<file path="src/hdl/ttlamt_pkg.sv">
package ttlamt_pkg;

    localparam int KEY_W = 32;
    localparam int TTL_W = 15;
    localparam int CMD_W = 3;
    localparam int OCC_W = 7;

    localparam logic [CMD_W-1:0] CMD_ADD      = 3'd0;
    localparam logic [CMD_W-1:0] CMD_REFRESH  = 3'd1;
    localparam logic [CMD_W-1:0] CMD_CONTAINS = 3'd2;
    localparam logic [CMD_W-1:0] CMD_REMOVE   = 3'd3;
    localparam logic [CMD_W-1:0] CMD_TICK     = 3'd4;

    localparam logic [TTL_W-1:0] RELOAD_RESET = 15'd120;

    typedef struct packed {
        logic             valid;
        logic [KEY_W-1:0] key;
        logic [TTL_W-1:0] ttl;
    } entry_t;

    localparam int ENTRY_W = $bits(entry_t);

    // Commands from the controller to the datapath.
    typedef struct packed {
        logic clear;
        logic load;
        logic scan;
        logic update;
    } ctrl_t;

    // Status from the datapath to the controller.
    typedef struct packed {
        logic addr_last;
    } status_t;

endpackage

</file>
<file path="src/hdl/ttl_aged_membership_table_unit.sv">
// An item with a used command passes through the scan, drain, update and respond states,
// and done is high in respond; an unused command code goes straight to update and respond.
// A new item is taken only after the previous one has been answered.
// Reset: asynchronous, active low; afterwards a clearing pass over every address marks
// every entry invalid while busy stays high, and reload_ttl returns to 120.
// The receiver cannot stall: each result is shown for exactly one cycle with done.

// The table keeps one entry per RAM word: a valid bit, the key and its TTL.
// Every command except an unused code scans all entries in address order.
// Add, refresh, contains and remove record the first matching slot and the
// lowest free slot during the scan, then make at most one write in a final
// update cycle. A tick rewrites each valid entry as it streams past, either
// decrementing its TTL or clearing its valid bit when the TTL is already zero.
// Because exactly one command runs at a time, busy stays high from the cycle
// after an item is accepted until the cycle after its result is shown.
// The configuration channel is always ready; the user must write reload_ttl only while
// the block is idle so a write never lands in the middle of a command; it is not enforced.
module ttl_aged_membership_table_unit
    import ttlamt_pkg::*;
#(
    parameter int CAPACITY = 64
) (
    input  logic             clk,
    input  logic             rst_n,
    input  logic             start,
    output logic             busy,
    input  logic [CMD_W-1:0] cmd,
    input  logic [KEY_W-1:0] key,
    output logic             done,
    output logic             hit,
    output logic             inserted,
    output logic             dropped_full,
    output logic [OCC_W-1:0] occupancy,
    input  logic             cfg_valid,
    output logic             cfg_ready,
    input  logic [TTL_W-1:0] cfg_data
);

    ctrl_t   ctrl;
    status_t status;

    // The reload register can take a write in every cycle.
    assign cfg_ready = 1'b1;

    ttlamt_ctrl u_ctrl (
        .clk    (clk),
        .rst_n  (rst_n),
        .start  (start),
        .cmd    (cmd),
        .status (status),
        .ctrl   (ctrl),
        .busy   (busy),
        .done   (done)
    );

    ttlamt_datapath #(
        .CAPACITY (CAPACITY)
    ) u_datapath (
        .clk          (clk),
        .rst_n        (rst_n),
        .ctrl         (ctrl),
        .status       (status),
        .cmd          (cmd),
        .key          (key),
        .cfg_write    (cfg_valid && cfg_ready),
        .cfg_data     (cfg_data),
        .hit          (hit),
        .inserted     (inserted),
        .dropped_full (dropped_full),
        .occupancy    (occupancy)
    );

endmodule

</file>
<file path="src/hdl/ttlamt_ram.sv">
module ttlamt_ram #(
    parameter int WIDTH = 48,
    parameter int DEPTH = 64
) (
    input  logic                     clk,
    input  logic                     wr_en,
    input  logic [$clog2(DEPTH)-1:0] wr_addr,
    input  logic [WIDTH-1:0]         wr_data,
    input  logic                     rd_en,
    input  logic [$clog2(DEPTH)-1:0] rd_addr,
    output logic [WIDTH-1:0]         rd_data
);

    logic [WIDTH-1:0] mem [DEPTH];
    logic [WIDTH-1:0] rd_data_reg;

    always_ff @(posedge clk)
    begin
        if (wr_en)
        begin
            mem[wr_addr] <= wr_data;
        end
        if (rd_en)
        begin
            rd_data_reg <= mem[rd_addr];
        end
    end

    assign rd_data = rd_data_reg;

endmodule

</file>
<file path="src/hdl/ttlamt_ctrl.sv">
module ttlamt_ctrl
    import ttlamt_pkg::*;
(
    input  logic             clk,
    input  logic             rst_n,
    input  logic             start,
    input  logic [CMD_W-1:0] cmd,
    input  status_t          status,
    output ctrl_t            ctrl,
    output logic             busy,
    output logic             done
);

    typedef enum logic [2:0] {
        ST_CLEAR,
        ST_IDLE,
        ST_SCAN,
        ST_DRAIN,
        ST_UPDATE,
        ST_RESPOND
    } state_t;

    state_t state_reg;
    logic   busy_reg;
    logic   done_reg;
    logic   accept;

    assign accept = (state_reg == ST_IDLE) && start;

    always_comb
    begin
        ctrl.clear  = (state_reg == ST_CLEAR);
        ctrl.load   = accept;
        ctrl.scan   = (state_reg == ST_SCAN);
        ctrl.update = (state_reg == ST_UPDATE);
    end

    always_ff @(posedge clk or negedge rst_n)
    begin
        if (!rst_n)
        begin
            state_reg <= ST_CLEAR;
            busy_reg  <= 1'b1;
            done_reg  <= 1'b0;
        end
        else
        begin
            unique case (state_reg)
                ST_CLEAR:
                begin
                    if (status.addr_last)
                    begin
                        state_reg <= ST_IDLE;
                        busy_reg  <= 1'b0;
                    end
                end
                ST_IDLE:
                begin
                    if (start)
                    begin
                        busy_reg <= 1'b1;
                        // Unused command codes skip the scan entirely.
                        if (cmd <= CMD_TICK)
                        begin
                            state_reg <= ST_SCAN;
                        end
                        else
                        begin
                            state_reg <= ST_UPDATE;
                        end
                    end
                end
                ST_SCAN:
                begin
                    if (status.addr_last)
                    begin
                        state_reg <= ST_DRAIN;
                    end
                end
                ST_DRAIN:
                begin
                    state_reg <= ST_UPDATE;
                end
                ST_UPDATE:
                begin
                    state_reg <= ST_RESPOND;
                    done_reg  <= 1'b1;
                end
                ST_RESPOND:
                begin
                    state_reg <= ST_IDLE;
                    done_reg  <= 1'b0;
                    busy_reg  <= 1'b0;
                end
                default:
                begin
                    state_reg <= ST_IDLE;
                    done_reg  <= 1'b0;
                    busy_reg  <= 1'b0;
                end
            endcase
        end
    end

    assign busy = busy_reg;
    assign done = done_reg;

endmodule

</file>
<file path="src/hdl/ttlamt_datapath.sv">
module ttlamt_datapath
    import ttlamt_pkg::*;
#(
    parameter int CAPACITY = 64
) (
    input  logic             clk,
    input  logic             rst_n,
    input  ctrl_t            ctrl,
    output status_t          status,
    input  logic [CMD_W-1:0] cmd,
    input  logic [KEY_W-1:0] key,
    input  logic             cfg_write,
    input  logic [TTL_W-1:0] cfg_data,
    output logic             hit,
    output logic             inserted,
    output logic             dropped_full,
    output logic [OCC_W-1:0] occupancy
);

    localparam int AW = $clog2(CAPACITY);
    localparam int CW = $clog2(CAPACITY + 1);

    logic [CMD_W-1:0] cmd_reg;
    logic [KEY_W-1:0] key_reg;
    logic [TTL_W-1:0] reload_reg;
    logic [AW-1:0]    addr_reg, addr_next;
    logic [AW-1:0]    rd_addr_reg;
    logic             rd_pend_reg;
    logic             match_reg, match_next;
    logic [AW-1:0]    match_idx_reg, match_idx_next;
    logic             free_reg, free_next;
    logic [AW-1:0]    free_idx_reg, free_idx_next;
    logic [CW-1:0]    count_reg, count_next;
    logic             hit_reg, hit_next;
    logic             ins_reg, ins_next;
    logic             drop_reg, drop_next;

    logic             wr_en;
    logic [AW-1:0]    wr_addr;
    entry_t           wr_entry;
    logic [ENTRY_W-1:0] rd_data;
    entry_t           rd_entry;

    assign rd_entry = entry_t'(rd_data);
    assign status.addr_last = (addr_reg == AW'(CAPACITY - 1));

    ttlamt_ram #(
        .WIDTH (ENTRY_W),
        .DEPTH (CAPACITY)
    ) u_ram (
        .clk     (clk),
        .wr_en   (wr_en),
        .wr_addr (wr_addr),
        .wr_data (wr_entry),
        .rd_en   (ctrl.scan),
        .rd_addr (addr_reg),
        .rd_data (rd_data)
    );

    always_comb
    begin
        addr_next      = addr_reg;
        match_next     = match_reg;
        match_idx_next = match_idx_reg;
        free_next      = free_reg;
        free_idx_next  = free_idx_reg;
        count_next     = count_reg;
        hit_next       = hit_reg;
        ins_next       = ins_reg;
        drop_next      = drop_reg;
        wr_en          = 1'b0;
        wr_addr        = addr_reg;
        wr_entry       = '0;

        if (ctrl.clear || ctrl.scan)
        begin
            addr_next = addr_reg + AW'(1);
        end
        if (ctrl.load)
        begin
            addr_next  = '0;
            match_next = 1'b0;
            free_next  = 1'b0;
        end

        if (ctrl.clear)
        begin
            wr_en = 1'b1;
        end
        else if (rd_pend_reg)
        begin
            if (cmd_reg == CMD_TICK)
            begin
                // Age one entry per cycle; an entry already at zero expires.
                if (rd_entry.valid)
                begin
                    wr_en    = 1'b1;
                    wr_addr  = rd_addr_reg;
                    wr_entry = rd_entry;
                    if (rd_entry.ttl != '0)
                    begin
                        wr_entry.ttl = rd_entry.ttl - TTL_W'(1);
                    end
                    else
                    begin
                        wr_entry.valid = 1'b0;
                        count_next     = count_reg - CW'(1);
                    end
                end
            end
            else
            begin
                if (rd_entry.valid && (rd_entry.key == key_reg) && !match_reg)
                begin
                    match_next     = 1'b1;
                    match_idx_next = rd_addr_reg;
                end
                if (!rd_entry.valid && !free_reg)
                begin
                    free_next     = 1'b1;
                    free_idx_next = rd_addr_reg;
                end
            end
        end
        else if (ctrl.update)
        begin
            hit_next       = 1'b0;
            ins_next       = 1'b0;
            drop_next      = 1'b0;
            wr_entry.valid = 1'b1;
            wr_entry.key   = key_reg;
            wr_entry.ttl   = reload_reg;
            wr_addr        = match_idx_reg;
            unique case (cmd_reg)
                CMD_ADD:
                begin
                    if (match_reg)
                    begin
                        hit_next = 1'b1;
                        wr_en    = 1'b1;
                    end
                    else if (free_reg)
                    begin
                        ins_next   = 1'b1;
                        wr_en      = 1'b1;
                        wr_addr    = free_idx_reg;
                        count_next = count_reg + CW'(1);
                    end
                    else
                    begin
                        drop_next = 1'b1;
                    end
                end
                CMD_REFRESH:
                begin
                    hit_next = match_reg;
                    wr_en    = match_reg;
                end
                CMD_CONTAINS:
                begin
                    hit_next = match_reg;
                end
                CMD_REMOVE:
                begin
                    hit_next       = match_reg;
                    wr_en          = match_reg;
                    wr_entry.valid = 1'b0;
                    if (match_reg)
                    begin
                        count_next = count_reg - CW'(1);
                    end
                end
                default:
                begin
                end
            endcase
        end
    end

    always_ff @(posedge clk or negedge rst_n)
    begin
        if (!rst_n)
        begin
            addr_reg    <= '0;
            rd_pend_reg <= 1'b0;
            match_reg   <= 1'b0;
            free_reg    <= 1'b0;
            count_reg   <= '0;
            hit_reg     <= 1'b0;
            ins_reg     <= 1'b0;
            drop_reg    <= 1'b0;
            reload_reg  <= RELOAD_RESET;
        end
        else
        begin
            addr_reg    <= addr_next;
            rd_pend_reg <= ctrl.scan;
            match_reg   <= match_next;
            free_reg    <= free_next;
            count_reg   <= count_next;
            hit_reg     <= hit_next;
            ins_reg     <= ins_next;
            drop_reg    <= drop_next;
            if (cfg_write)
            begin
                reload_reg <= cfg_data;
            end
        end
    end

    always_ff @(posedge clk)
    begin
        rd_addr_reg   <= addr_reg;
        match_idx_reg <= match_idx_next;
        free_idx_reg  <= free_idx_next;
        if (ctrl.load)
        begin
            cmd_reg <= cmd;
            key_reg <= key;
        end
    end

    assign hit          = hit_reg;
    assign inserted     = ins_reg;
    assign dropped_full = drop_reg;
    assign occupancy    = OCC_W'(count_reg);

endmodule

</file>
<file path="config.mk">
export PLATFORM = sky130hd
export DESIGN_NAME = ttl_aged_membership_table_unit
export DESIGN_NICKNAME = d
export VERILOG_FILES = /design/src/hdl/ttlamt_pkg.sv /design/src/hdl/ttl_aged_membership_table_unit.sv /design/src/hdl/ttlamt_ram.sv /design/src/hdl/ttlamt_ctrl.sv /design/src/hdl/ttlamt_datapath.sv
export SDC_FILE = /design/constraint.sdc
export NUM_CORES = 2
export LEC_CHECK = 0
export BUFFER_PORTS_ARGS = -buffer_cell sky130_fd_sc_hd__buf_2
export CAP_MARGIN = 15
export CORE_UTILIZATION = 35
export DETAILED_ROUTE_END_ITERATION = 6
export GPL_ROUTABILITY_DRIVEN = 0
export HOLD_SLACK_MARGIN = 0.05
export PLACE_DENSITY = 0.51
export SKIP_LAST_GASP = 1
export SLEW_MARGIN = 15
export SYNTH_ARGS = -nofsm -noshare
export SYNTH_HDL_FRONTEND = slang
export SYNTH_SLANG_ARGS = --single-unit
</file>
<file path="constraint.sdc">
create_clock -name clk -period 7.8 [get_ports clk]
set_clock_uncertainty 0.05 [all_clocks]
set_input_delay 1.95 -clock clk [delete_from_list [all_inputs] [get_ports clk]]
set_output_delay 1.95 -clock clk [all_outputs]
set_load 0.005 [all_outputs]
</file>
==> reports/summary.txt <==
non-filler cells, final - 10800
drt initial violations - 7849
number of nets in the layout - 5897
first-pass GRT wire length - 506 mm
placed cells - 10200
Max Freq - 187 MHz
drt drc - 0
run status - finished clean
YS warnings - 0
DRT Pass-1 Iters - 6
Startpoint Class - flop
antenna violations before repair - 17
Die Y - 596 µm
clock root cell - clkbuf_16
VDD IR-drop max - 0.251 mV
TritonCTS sink count - 3212
# rows - 217
Distinct cells, synth - 73
CP Max Fanout - 30
Max-slew headroom - 0.168
Tot GR Track Use - 0.204
number of synthesized flops with an enable pin - 3167
Layout Cell Area excl Fill - 143000 µm²
Post-Syn Area - 124000 µm²
Num CTS Buffers - 349
IO buf count - 65
Worst path slowest cell - nor2_4
I/O pins - 67
Via Count - 60700
Arr. time, crit path - 5.84 ns
Largest register FFs - 3072
half-perimeter wire length after placement - 204 mm
average cell area after synthesis - 22.6 µm²
initial core utilization - 0.353
fin crit period - 5.34 ns
cell count after synthesis - 5481
Setup Buffers After CTS - 0
Gates resized, CTS repair - 0
Hold WC Path Type - reg2reg
PwrDens - 368 nW/µm²
layout cells sized above 1 - 0.296
Tcrit/Tclk final - 0.684
CTS tree - built
Leak Pwr - 45.2 nW
Async SR Flop Fraction - 0.0121
clk_lat worst skew - 0.94 ns
setup repair after global routing missed its margin - no
CTS H-tree depth - 5
vias in the first global route - 61300
die area - 356000 µm²
fin. max-slew vios - 0
CP cell instances - nor3b_2, nand2b_1, a2111oi_0, o32a_1, nand4_1, nor2_4, buf_4
main flop type after synthesis - edfxtp_1
antenna-violating nets left - 0
final hold viol count - 0
max-cap violation count - 0
Worst path max stage delay - 1.11 ns
Finish-stage setup viols - 0
post-DR wirelength/cell - 33.9 µm
TNS Setup - 0 ns
CP Class - reg2reg
final wirelength - 368 mm
fin util - 0.407
placed inst area - 131000 µm²
total power - 0.0525 W
die span in x - 596 µm
Worst-path clk slew - 0.06 ns
Slew @ Worst Pin - 1.25 ns
Worst EP required - 8.30 ns
GRT overflow - 0
Avg Vias per Cell - 5.60
FF+latch count, synth - 3212
largest net degree at the start of global routing - 102
Area Overhead vs Synth - 15.3%
syn nets - 5540
Core Area - 351000 µm²
sequential cell area fraction in the yosys report - 0.778
critical path endpoint category - flop
clock buffer depth - 4
hold buffer count at cts - 0
synthesized netlist by cell type (4+ instances only):
cell type	instances	area, µm²
o221ai_1	14	123
nor2b_1	10	62.6
nor4_1	11	68.8
clkbuf_1	123	462
a22o_1	12	105
a221o_1	13	130
mux2_2	65	732
and3_1	7	43.8
buf_2	92	460
nand3_1	37	185
a211oi_1	12	90.1
xnor2_1	10	87.6
mux2i_1	174	1740
buf_1	38	143
nand4_1	14	87.6
dfxtp_1	6	120
nand2b_1	9	56.3
dfrtp_1	34	851
nor2_1	131	492
a2111oi_0	15	131
dfstp_2	5	131
or3_1	7	43.8
a221oi_1	28	245
and2_1	13	81.3
xor2_1	45	394
o22ai_1	26	163
o211ai_1	4	30.0
a22oi_1	113	848
a21oi_1	81	405
inv_1	14	52.6
a32oi_1	6	52.6
edfxtp_1	3167	95100
nand2_1	99	372
buf_6	18	203
o31ai_1	18	135
nor3_1	52	260
o21ai_0	81	405
ha_1	5	62.6
mux4_2	786	17700
buf_4	35	263
layout by cell type (no fill, tap or decap), types with 65 or more instances in the layout:
cell type  count
mux4_2       786
buf_2         65
nor2_4        73
o21ai_0       72
mux2i_1      174
nand2_1       98
clkbuf_16    356
a21oi_1       79
buf_4        235
clkinv_1      88
mux2_2        65
a22oi_1      113
edfxtp_1    3167
power breakdown:
part	leakage (nW)	switching [W]	internal (W)	total, W
clock network	5.51	0.00684	0.00949	0.0163
logic	9.40	0.00890	0.00566	0.0146
registers	30.3	0.000740	0.0209	0.0216
critical path: cells and delay by family, from the launching register on:
family | cells | cell delay (ns)
simple gates | 4 | 2.34
compound gates | 2 | 1.31
flops | 1 | 0.51
buf+inv | 1 | 0.65
routing by layer:
metal  up-vias  part of all wire  global-route usage  wire [µm]
met5         -                 0                   0          0
met4         0             0.037              0.0682      13700
met3       545             0.062              0.0268      22600
met2      2389              0.49               0.336     179000
met1     33600              0.41               0.281     152000
li1      24100                 -                   -          -
layout make-up:
class                           count  area [µm²]
Multi-Input combinational cell   1948       26700
Clock inverter                    211        2030
Sequential cell                  3212       96200
Tap cell                         4708        5890
Antenna cell                        8        20.0
Timing Repair Buffer              312        2340
Inverter                           15        57.6
Fill cell                       30600      208000
Clock buffer                      426        9230
per-stage QoR:
stage | hold WS (ns) | setup slack (ns)
2_1_floorplan | 0.292 | 1.95
3_5_place_dp | 0.415 | 2.64
3_3_place_gp | 0.403 | 2.64
4_1_cts | 0.423 | 2.62
5_1_grt | 0.446 | 2.35
6_report | 0.420 | 2.46
cell families after synthesis:
group	Yosys count	synth area share
DFF	3212	0.778
muxes	1026	0.163
AOI/OAI and AO/OA	447	0.0252
and+or+nand+nor	414	0.0161
buffers and inverters	321	0.0128
xor gates and xnor gates	55	0.00390
adders and majority gates	5	0.000506
other	1	0.0000303
worst paths after layout:
kind	slack (ns)	startpoint	endpoint	cells after the start
worst max-delay path	2.46	u_ctrl.state_reg[1]	u_datapath.u_ram.mem[8][38]	7
worst max register to register	2.46	u_ctrl.state_reg[1]	u_datapath.u_ram.mem[8][38]	7
worst min-delay path	0.42	u_datapath.occupancy[6]	u_datapath.occupancy[6]	1
max in group asynchronous	5.96	rst_n	u_datapath.addr_reg[3]	2
min in group asynchronous	1.08	rst_n	u_datapath.occupancy[6]	2
worst min register to register	0.42	u_datapath.occupancy[6]	u_datapath.occupancy[6]	1
Note: power is estimated with default switching activity, not from simulation.
